`config.mk`:
```
export PLATFORM = sky130hd
export DESIGN_NAME = color_sorter_classifier_core_flat
export DESIGN_NICKNAME = d
export VERILOG_FILES = /design/src/sv/csc_pkg.sv /design/src/sv/csc_if.sv /design/src/sv/color_sorter_classifier_core.sv /design/src/flat_wrapper.sv
export SDC_FILE = /design/constraint.sdc
export NUM_CORES = 2
export LEC_CHECK = 0
export BUFFER_PORTS_ARGS = -buffer_cell sky130_fd_sc_hd__buf_2
export CORE_AREA = 2 2 175 348
export CTS_CLUSTER_DIAMETER = 100
export CTS_CLUSTER_SIZE = 28
export DETAILED_ROUTE_END_ITERATION = 12
export DIE_AREA = 0 0 177 350
export PLACE_DENSITY = 0.77
export SLEW_MARGIN = 20
export SYNTH_ARGS = -nofsm -noshare
export SYNTH_HDL_FRONTEND = slang
export SYNTH_SLANG_ARGS = --single-unit
export TNS_END_PERCENT = 50
```
`constraint.sdc`:
```
create_clock -name clk_i -period 6.2 [get_ports clk_i]
set_input_delay 1.24 -clock clk_i [delete_from_list [all_inputs] [get_ports clk_i]]
set_output_delay 1.24 -clock clk_i [all_outputs]
set_load 0.01 [all_outputs]
```
`src/sv/csc_pkg.sv`:
```
// ----------------------------------------------------------------------------
// Colour sorter classifier package
// Shared word types, register indexes, colour codes and the fixed-point
// colour decision used by the classifier core.
// ----------------------------------------------------------------------------
package csc_pkg;

  // Operation codes carried by an input word
  localparam logic OP_SAMPLE = 1'b0;
  localparam logic OP_TICK   = 1'b1;

  // Configuration register indexes
  localparam int unsigned CfgIdxW  = 3;
  localparam int unsigned CfgDataW = 16;

  typedef enum logic [CfgIdxW-1:0] {
    REG_BG_RED        = 3'd0,
    REG_BG_GREEN      = 3'd1,
    REG_BG_BLUE       = 3'd2,
    REG_SERVO_STEP    = 3'd3,
    REG_HOLDOFF_TICKS = 3'd4
  } cfg_reg_e;

  // Register reset values
  localparam logic [15:0] BG_RED_RESET        = 16'd89;
  localparam logic [15:0] BG_GREEN_RESET      = 16'd66;
  localparam logic [15:0] BG_BLUE_RESET       = 16'd59;
  localparam logic [7:0]  SERVO_STEP_RESET    = 8'd10;
  localparam logic [9:0]  HOLDOFF_TICKS_RESET = 10'd300;

  // Servo pulse widths in microseconds
  localparam logic [11:0] POS_RESET    = 12'd600;
  localparam logic [11:0] TARGET_RESET = 12'd1600;
  localparam logic [11:0] ANGLE_GREEN  = 12'd1230;
  localparam logic [11:0] ANGLE_YELLOW = 12'd1810;
  localparam logic [11:0] ANGLE_ORANGE = 12'd2010;
  localparam logic [11:0] ANGLE_RED    = 12'd1600;
  localparam logic [11:0] ANGLE_PURPLE = 12'd1420;

  // Colour classes
  localparam int unsigned NumClasses = 5;
  localparam int unsigned ClassIdxW  = $clog2(NumClasses);

  typedef enum logic [2:0] {
    COL_GREEN  = 3'd0,
    COL_YELLOW = 3'd1,
    COL_ORANGE = 3'd2,
    COL_RED    = 3'd3,
    COL_PURPLE = 3'd4
  } colour_e;

  // Input word
  typedef struct packed {
    logic        operation;
    logic [15:0] red_raw;
    logic [15:0] green_raw;
    logic [15:0] blue_raw;
    logic [15:0] clear_raw;
  } in_word_t;

  // Result word
  typedef struct packed {
    logic [11:0] servo_pulse_us;
    logic        sorted_now;
    logic [2:0]  colour_class;
    logic [15:0] class_count;
    logic        foreground;
  } out_word_t;

  // Decide the colour of a reading with cross-multiplied thresholds.
  // All forms are rearranged so both sides stay non-negative.
  function automatic colour_e classify_colour(logic [15:0] r, logic [15:0] g,
                                              logic [15:0] b, logic [15:0] c);
    logic [28:0] rx;
    logic [28:0] gx;
    logic [28:0] bx;
    logic [28:0] cx;
    colour_e     res;
    rx = 29'(r);
    gx = 29'(g);
    bx = 29'(b);
    cx = 29'(c);
    if (rx * 29'd2560 < cx * 29'd1102) begin
      res = COL_GREEN;
    end else if (gx * 29'd2560 > cx * 29'd844) begin
      res = COL_YELLOW;
    end else if ((bx * 29'd50 >= gx * 29'd27 + 29'd1120) &&
                 (gx * 29'd67 + 29'd1460 >= bx * 29'd100)) begin
      res = COL_ORANGE;
    end else if (bx * 29'd31 <= rx * 29'd10 + 29'd944) begin
      res = COL_RED;
    end else begin
      res = COL_PURPLE;
    end
    return res;
  endfunction

  // Servo target for a colour class
  function automatic logic [11:0] class_angle(colour_e col);
    logic [11:0] ang;
    case (col)
      COL_GREEN:  ang = ANGLE_GREEN;
      COL_YELLOW: ang = ANGLE_YELLOW;
      COL_ORANGE: ang = ANGLE_ORANGE;
      COL_RED:    ang = ANGLE_RED;
      COL_PURPLE: ang = ANGLE_PURPLE;
      default:    ang = TARGET_RESET;
    endcase
    return ang;
  endfunction

endpackage

```
`src/sv/csc_if.sv`:
```
// ----------------------------------------------------------------------------
// Colour sorter classifier channels
// Valid/ready channels for input words and result words.
// ----------------------------------------------------------------------------
interface csc_in_if import csc_pkg::*; ();
  logic     valid;
  logic     ready;
  in_word_t data;

  modport source (output valid, output data, input ready);
  modport sink   (input valid, input data, output ready);
endinterface

interface csc_out_if import csc_pkg::*; ();
  logic      valid;
  logic      ready;
  out_word_t data;

  modport source (output valid, output data, input ready);
  modport sink   (input valid, input data, output ready);
endinterface

```
`src/sv/color_sorter_classifier_core.sv`:
```
// ----------------------------------------------------------------------------
// Colour sorter classifier core
// Latches colour samples, flags foreground readings, classifies them on
// ticks, drives the servo pulse width and keeps saturating class counts.
// ----------------------------------------------------------------------------
// The core takes one word per clock cycle while the result register is free
// or being read, and returns exactly one result word for each, through the
// input register and then the result register. All per-word work (foreground
// test, colour decision, servo step, count update) is combinational logic
// between those two registers, and state written by one word is seen by the
// very next one. A sample's colour is decided when the sample is latched, so
// a tick only looks up the stored class. Configuration registers are written
// through cfg_we_i/cfg_idx_i/cfg_wdata_i while the core is idle; the user must
// keep to this as the core does not enforce it. Unknown indexes are ignored.
// COUNT_WIDTH is the saturating class counter width; the result shows low 16 bits.
module color_sorter_classifier_core import csc_pkg::*; #(
  parameter int unsigned COUNT_WIDTH = 16
) (
  input  logic                clk_i,
  input  logic                rst_ni,
  input  logic                cfg_we_i,
  input  logic [CfgIdxW-1:0]  cfg_idx_i,
  input  logic [CfgDataW-1:0] cfg_wdata_i,
  csc_in_if.sink              in_if,
  csc_out_if.source           out_if
);

  // Configuration registers
  logic [15:0] bg_red_q, bg_green_q, bg_blue_q;
  logic [7:0]  servo_step_q;
  logic [9:0]  holdoff_ticks_q;

  // Pipeline registers
  logic      in_valid_q;
  in_word_t  in_data_q;
  logic      out_valid_q;
  out_word_t out_data_q, out_data_d;
  logic      advance;
  logic      proc_en;

  // Core state
  logic [11:0]            pos_q, pos_d;
  logic [11:0]            tgt_q, tgt_d;
  logic                   ident_en_q, ident_en_d;
  logic [9:0]             holdoff_q, holdoff_d;
  logic                   pending_q, pending_d;
  colour_e                latched_col_q, latched_col_d;
  logic [COUNT_WIDTH-1:0] count_q [NumClasses];
  logic [COUNT_WIDTH-1:0] cnt_cur, cnt_new;
  logic [31:0]            cnt_wide;
  logic [ClassIdxW-1:0]   cls_idx;
  logic                   do_sort;

  // Sample path signals
  logic        fg_red, fg_green, fg_blue;
  colour_e     sample_col;

  // Servo step signals
  logic [12:0] pos_up;
  logic [11:0] pos_dn;

  // Handshake: the input register moves whenever the result register frees
  assign advance     = !out_valid_q || out_if.ready;
  assign proc_en     = advance && in_valid_q;
  assign in_if.ready = !in_valid_q || advance;
  assign out_if.valid = out_valid_q;
  assign out_if.data  = out_data_q;

  // Foreground: squared distance reaches 4 exactly when some channel is at least 2 away
  assign fg_red   = (17'(in_data_q.red_raw) >= 17'(bg_red_q) + 17'd2) ||
                    (17'(bg_red_q) >= 17'(in_data_q.red_raw) + 17'd2);
  assign fg_green = (17'(in_data_q.green_raw) >= 17'(bg_green_q) + 17'd2) ||
                    (17'(bg_green_q) >= 17'(in_data_q.green_raw) + 17'd2);
  assign fg_blue  = (17'(in_data_q.blue_raw) >= 17'(bg_blue_q) + 17'd2) ||
                    (17'(bg_blue_q) >= 17'(in_data_q.blue_raw) + 17'd2);

  // Decide the colour while the sample is latched
  assign sample_col = classify_colour(in_data_q.red_raw, in_data_q.green_raw,
                                      in_data_q.blue_raw, in_data_q.clear_raw);

  // Saturating count of the stored class
  assign do_sort  = (in_data_q.operation == OP_TICK) && ident_en_q &&
                    (holdoff_q == 10'd0) && pending_q;
  assign cls_idx  = ClassIdxW'(latched_col_q);
  assign cnt_cur  = count_q[cls_idx];
  assign cnt_new  = (cnt_cur == {COUNT_WIDTH{1'b1}}) ? cnt_cur :
                    cnt_cur + {{(COUNT_WIDTH-1){1'b0}}, 1'b1};
  assign cnt_wide = 32'(cnt_new);

  // Work out the next state and result for the word in the input register
  always_comb begin
    pos_d         = pos_q;
    tgt_d         = tgt_q;
    ident_en_d    = ident_en_q;
    holdoff_d     = holdoff_q;
    pending_d     = pending_q;
    latched_col_d = latched_col_q;
    out_data_d.sorted_now   = 1'b0;
    out_data_d.colour_class = 3'd0;
    out_data_d.class_count  = 16'd0;
    pos_up = 13'd0;
    pos_dn = 12'd0;

    if (in_data_q.operation == OP_SAMPLE) begin
      latched_col_d = sample_col;
      pending_d     = fg_red || fg_green || fg_blue;
    end else begin
      // Classify or count down the holdoff
      if (do_sort) begin
        tgt_d      = class_angle(latched_col_q);
        pending_d  = 1'b0;
        ident_en_d = 1'b0;
        holdoff_d  = holdoff_ticks_q;
        out_data_d.sorted_now   = 1'b1;
        out_data_d.colour_class = latched_col_q;
        out_data_d.class_count  = cnt_wide[15:0];
      end else if (holdoff_q != 10'd0) begin
        holdoff_d = holdoff_q - 10'd1;
      end

      // Step the servo toward the target, clamped at the target
      pos_up = 13'(pos_q) + 13'(servo_step_q);
      pos_dn = (pos_q >= 12'(servo_step_q)) ? pos_q - 12'(servo_step_q) : 12'd0;
      if (pos_q == tgt_d) begin
        ident_en_d = 1'b1;
      end else if (pos_q < tgt_d) begin
        pos_d = (pos_up > 13'(tgt_d)) ? tgt_d : pos_up[11:0];
      end else begin
        pos_d = (pos_dn < tgt_d) ? tgt_d : pos_dn;
      end
    end

    out_data_d.servo_pulse_us = pos_d;
    out_data_d.foreground     = pending_d;
  end

  // Configuration writes
  always_ff @(posedge clk_i or negedge rst_ni) begin
    if (!rst_ni) begin
      bg_red_q        <= BG_RED_RESET;
      bg_green_q      <= BG_GREEN_RESET;
      bg_blue_q       <= BG_BLUE_RESET;
      servo_step_q    <= SERVO_STEP_RESET;
      holdoff_ticks_q <= HOLDOFF_TICKS_RESET;
    end else if (cfg_we_i) begin
      case (cfg_idx_i)
        REG_BG_RED:        bg_red_q        <= cfg_wdata_i;
        REG_BG_GREEN:      bg_green_q      <= cfg_wdata_i;
        REG_BG_BLUE:       bg_blue_q       <= cfg_wdata_i;
        REG_SERVO_STEP:    servo_step_q    <= cfg_wdata_i[7:0];
        REG_HOLDOFF_TICKS: holdoff_ticks_q <= cfg_wdata_i[9:0];
        default: ;
      endcase
    end
  end

  // Pipeline valid bits and core state
  always_ff @(posedge clk_i or negedge rst_ni) begin
    if (!rst_ni) begin
      in_valid_q    <= 1'b0;
      out_valid_q   <= 1'b0;
      pos_q         <= POS_RESET;
      tgt_q         <= TARGET_RESET;
      ident_en_q    <= 1'b1;
      holdoff_q     <= 10'd0;
      pending_q     <= 1'b0;
      latched_col_q <= COL_RED;
      for (int i = 0; i < NumClasses; i++) begin
        count_q[i] <= '0;
      end
    end else begin
      if (in_if.ready) begin
        in_valid_q <= in_if.valid;
      end
      if (advance) begin
        out_valid_q <= in_valid_q;
      end
      if (proc_en) begin
        pos_q         <= pos_d;
        tgt_q         <= tgt_d;
        ident_en_q    <= ident_en_d;
        holdoff_q     <= holdoff_d;
        pending_q     <= pending_d;
        latched_col_q <= latched_col_d;
        if (do_sort) begin
          count_q[cls_idx] <= cnt_new;
        end
      end
    end
  end

  // Payload registers
  always_ff @(posedge clk_i) begin
    if (in_if.ready && in_if.valid) begin
      in_data_q <= in_if.data;
    end
    if (proc_en) begin
      out_data_q <= out_data_d;
    end
  end

`ifndef ASSERT_OFF
  // A classified word always leaves no pending foreground reading
  a_sorted_clears_fg: assert property (@(posedge clk_i) disable iff (!rst_ni)
    (out_valid_q && out_data_q.sorted_now) |-> !out_data_q.foreground)
    else $error("sorted word still shows a pending foreground reading");

  // No classification while the holdoff is still running
  a_holdoff_blocks: assert property (@(posedge clk_i) disable iff (!rst_ni)
    (proc_en && (in_data_q.operation == OP_TICK) && (holdoff_q != 10'd0))
      |=> !out_data_q.sorted_now)
    else $error("classification during holdoff");

  // Unsorted words carry zero class and count
  a_unsorted_zero: assert property (@(posedge clk_i) disable iff (!rst_ni)
    (out_valid_q && !out_data_q.sorted_now) |->
      (out_data_q.colour_class == 3'd0 && out_data_q.class_count == 16'd0))
    else $error("unsorted word carries class data");
`endif

endmodule
```
`src/flat_wrapper.sv`:
```
// flat-port wrapper written by rule: the top's interface ports become plain ports
module color_sorter_classifier_core_flat import csc_pkg::*;
#(
  parameter int unsigned COUNT_WIDTH = 16
)
  (clk_i, rst_ni, cfg_we_i, cfg_idx_i, cfg_wdata_i, in_if_valid, in_if_data, in_if_ready, out_if_valid, out_if_data, out_if_ready);
  csc_in_if in_if_i ();
  csc_out_if out_if_i ();
  input  logic clk_i;
  input  logic rst_ni;
  input  logic cfg_we_i;
  input  logic [CfgIdxW-1:0] cfg_idx_i;
  input  logic [CfgDataW-1:0] cfg_wdata_i;
  input wire logic [$bits(in_if_i.valid)-1:0] in_if_valid;
  input wire logic [$bits(in_if_i.data)-1:0] in_if_data;
  output wire logic [$bits(in_if_i.ready)-1:0] in_if_ready;
  output wire logic [$bits(out_if_i.valid)-1:0] out_if_valid;
  output wire logic [$bits(out_if_i.data)-1:0] out_if_data;
  input wire logic [$bits(out_if_i.ready)-1:0] out_if_ready;
  assign in_if_i.valid = in_if_valid;
  assign in_if_i.data = in_if_data;
  assign in_if_ready = in_if_i.ready;
  assign out_if_valid = out_if_i.valid;
  assign out_if_data = out_if_i.data;
  assign out_if_i.ready = out_if_ready;
  color_sorter_classifier_core #(.COUNT_WIDTH(COUNT_WIDTH)) u_core (.clk_i(clk_i), .rst_ni(rst_ni), .cfg_we_i(cfg_we_i), .cfg_idx_i(cfg_idx_i), .cfg_wdata_i(cfg_wdata_i), .in_if(in_if_i), .out_if(out_if_i));
endmodule
```
==> impl_metrics.env <==
export IMPL_cts_max_path_buffers=3
export IMPL_wirelength_um=89800
export IMPL_cts_buffers=16
export IMPL_yosys_warnings=0
export IMPL_hold_violations=0
export IMPL_cts_tree="yes"
export IMPL_htree_num_levels=1
export IMPL_die_area_sq_um=62000
export IMPL_slew_headroom=0.306
export IMPL_required_ns=6.67
export IMPL_clock_skew_ns=0.0351
export IMPL_cp_start_kind="flip-flop"
export IMPL_powerDensity_nw_per_um2=396
export IMPL_fin_crit_sh=1.03
export IMPL_gr_usage_all_layers=0.292
export IMPL_rows=126
export IMPL_synth_seq_cells=285
export IMPL_n_fill_cell=5022
export IMPL_rsz0062_at_grt="true"
export IMPL_fmax_mhz=157
export IMPL_drc=0
export IMPL_vias_per_cell=5.93
export IMPL_worst_slack_ns=-0.160
export IMPL_critical_path_class="flip-flop to flip-flop"
export IMPL_synthXorXnorAreaFrac=0.0644
export IMPL_avgSynthCellArea_sq_um=9.49
export IMPL_synth_edf_count=98
export IMPL_status="finished with violations"
export IMPL_slew_viol_final=0
export IMPL_grt_pass1_vias=27316
export IMPL_clock_sinks=285
export IMPL_synth_simple_area_share=0.122
export IMPL_die_h_um=350
export IMPL_first_pass_iters=5
export IMPL_setup_violations_final=2
export IMPL_nets=4506
export IMPL_drive_above_1_share=0.152
export IMPL_critPathMaxFanout=3
export IMPL_synth_cells=3393
export IMPL_syn_to_final_growth_pct=11.4
export IMPL_gp_congestion=1.01
export IMPL_synth_top_family_by_area="adder cells"
export IMPL_vias=26284
export IMPL_grt_overflow_total=0
export IMPL_dp_hpwl_um=73700
export IMPL_wire_per_inst_um=20.3
export IMPL_ant_nets=0
export IMPL_ios=124
export IMPL_clk_latency_ns=0.56
export IMPL_critPathArrivalTime_ns=6.83
export IMPL_irDropWorstVdd_mv=0.383
export IMPL_grt_pass1_wl_um=140000
export IMPL_violations="negative setup slack"
export IMPL_grt_max_degree=106
export IMPL_yosys_cell_types_count=97
export IMPL_max_stage_delay_ns=0.52
export IMPL_cts_root_buf="clkbuf_16"
export IMPL_hold_class="flip-flop to flip-flop"
export IMPL_worst_setup_path_end_kind="flip-flop"
export IMPL_synth_mux_area_fraction=0.0432
export IMPL_clk_pin_slew_worst_paths_ns=0.11
export IMPL_syn_nets=4246
export IMPL_core_sq_um=59100
export IMPL_synth_compound_area_share=0.136
export IMPL_min_period_ns=6.36
export IMPL_synth_area_sq_um=32200
export IMPL_dieWidth_um=177
export IMPL_antenna_found_initial=5
export IMPL_tightest_slew_ns=1.04
export IMPL_synth_fa_ha_area_frac=0.336
export IMPL_drtIter0Drc=1404
export IMPL_cap_violations=0
export IMPL_final_cell_mix="ha_1 (581), inv_1 (445), nand2_1 (226)"
export IMPL_slowest_stage="fa_1"
export IMPL_post_route_util=0.607
export IMPL_leakage_nw=17.3
export IMPL_numPortBuffers=123
export IMPL_ys_dominant_reg_cell="dfrtp_1"
export IMPL_synth_seq_area_share=0.238
export IMPL_mostFrequentLayoutCell="ha_1"
export IMPL_initial_core_util=0.545
export IMPL_post_place_ws_ns=-0.575
export IMPL_synthArstFlopShare=0.656
-- synthesized netlist by cell type (all sizes together), types with 7 or more instances --
| library cell | n | area share |
|---|---|---|
| and3 | 33 | 0.0064 |
| nor3 | 50 | 0.0079 |
| o21bai | 19 | 0.0044 |
| fa | 166 | 0.10 |
| a31oi | 19 | 0.0037 |
| xor2 | 101 | 0.027 |
| a211oi | 18 | 0.0042 |
| nor2b | 34 | 0.0068 |
| or2 | 16 | 0.0031 |
| nor2 | 181 | 0.021 |
| or4 | 7 | 0.0016 |
| edfxtp | 98 | 0.091 |
| dfstp | 27 | 0.022 |
| and2 | 29 | 0.0056 |
| a2111oi | 10 | 0.0027 |
| nand2 | 227 | 0.026 |
| or3 | 15 | 0.0029 |
| a221oi | 18 | 0.0051 |
| nand3b | 7 | 0.0016 |
| o21ai | 171 | 0.027 |
| mux2 | 95 | 0.033 |
| ha | 598 | 0.23 |
| a21oi | 189 | 0.030 |
| inv | 448 | 0.052 |
| nand4 | 43 | 0.0084 |
| nor4 | 12 | 0.0025 |
| a22oi | 11 | 0.0027 |
| xnor2 | 135 | 0.037 |
| o211ai | 18 | 0.0042 |
| o31ai | 13 | 0.0030 |
| clkbuf | 43 | 0.0050 |
| o22ai | 21 | 0.0041 |
| dfrtp | 160 | 0.12 |
| mux4 | 12 | 0.0084 |
| buf | 14 | 0.0031 |
| o21a | 29 | 0.0068 |
| nand2b | 52 | 0.010 |
| a21o | 69 | 0.016 |
| nand3 | 80 | 0.012 |
| a211o | 11 | 0.0030 |
-- stage by stage --
stage / power [W] / TNS [ns] / instances / hold WS (ns) / area (sq um)
4_1_cts: 0.0138 / -0.0688 / 4409 / 0.487 / 35400
3_3_place_gp: 0.0120 / -1.11 / 4371 / 0.456 / 34600
6_report: 0.0142 / -0.249 / 4434 / 0.484 / 35900
2_1_floorplan: 0.00960 / 0 / 3393 / 0.440 / 32200
5_1_grt: 0.0155 / -0.842 / 4431 / 0.507 / 35900
3_5_place_dp: 0.0123 / -1.47 / 4371 / 0.459 / 34600
-- flip-flops by register name, summed over array words and instances, names as in the netlist --
name and count:
u_core.pending_q 1, u_core.holdoff_ticks_q 10, u_core.ident_en_q 1, u_core.out_if.valid 1, u_core.bg_red_q 16, u_core.pos_q 12, u_core.in_valid_q 1, u_core.cls_idx 3
u_core.tgt_q 12, u_core.bg_blue_q 16, u_core.bg_green_q 16, u_core.in_data_q 65, u_core.count_q 80, u_core.out_if.data 33, u_core.servo_step_q 8, u_core.holdoff_q 10
-- power breakdown --
group          internal, W  total [W]  switching (W)
logic              0.00457     0.0102        0.00562
registers          0.00231    0.00272       0.000414
clock network     0.000553    0.00129       0.000736
total              0.00744     0.0142        0.00677
-- cell families after synthesis --
kind of cell | after synthesis
and+or+nand+nor | 804
DFF | 285
adders and majority gates | 764
other | 1
AOI/OAI and AO/OA | 685
buffers and inverters | 506
xor gates and xnor gates | 236
muxes | 112
-- worst max-delay path: cells and delay by family, from the launching register on --
family / cells / cell delay (ns)
and+or+nand+nor: 4 / 0.76
DFF: 1 / 0.45
xor gates and xnor gates: 1 / 0.15
AOI/OAI and AO/OA: 12 / 1.95
buffers and inverters: 6 / 0.66
adders and majority gates: 6 / 2.29
-- final cells by class --
type | instances | area [sq um] | area share
antenna | 3 | 7.51 | 0.000209
clock buffer | 22 | 454 | 0.0127
clock inverter | 6 | 98.8 | 0.00276
inverter | 449 | 1690 | 0.0470
multi-input combinational | 2602 | 23000 | 0.642
sequential | 285 | 7660 | 0.213
tap | 768 | 961 | 0.0268
timing repair buffer | 299 | 1960 | 0.0548
-- layer usage --
layer,GRT usage,up-vias,share of wire
met1,0.268,12664,0.32
li1,-,12431,-
met4,0.266,8,0.11
met3,0.0316,403,0.038
met2,0.552,778,0.53
met5,0,-,0.00055
-- final timing paths --
check	startpoint	end	slack, ns	depth (start not counted)
setup / recovery	u_core.in_data_q[4]	u_core.cls_idx[2]	-0.16	29
hold / removal	u_core.count_q[38]	u_core.count_q[38]	0.48	2
setup reg to reg	u_core.in_data_q[4]	u_core.cls_idx[2]	-0.16	29
hold reg to reg	u_core.count_q[38]	u_core.count_q[38]	0.48	2
max in group asynchronous	rst_ni	u_core.holdoff_q[9]	4.22	2
min in group asynchronous	rst_ni	u_core.pos_q[8]	0.71	1
-- timing repair --
| action | in CTS | in global routing |
|---|---|---|
| gates resized for setup | 31 | 55 |
| hold buffers | 0 | 0 |
| pin swaps | 19 | 46 |
| setup endpoints to repair | 3 | 3 |
| cloned | 0 | 0 |
| setup buffers | 11 | 22 |
Power figures use the tool's default switching activity.
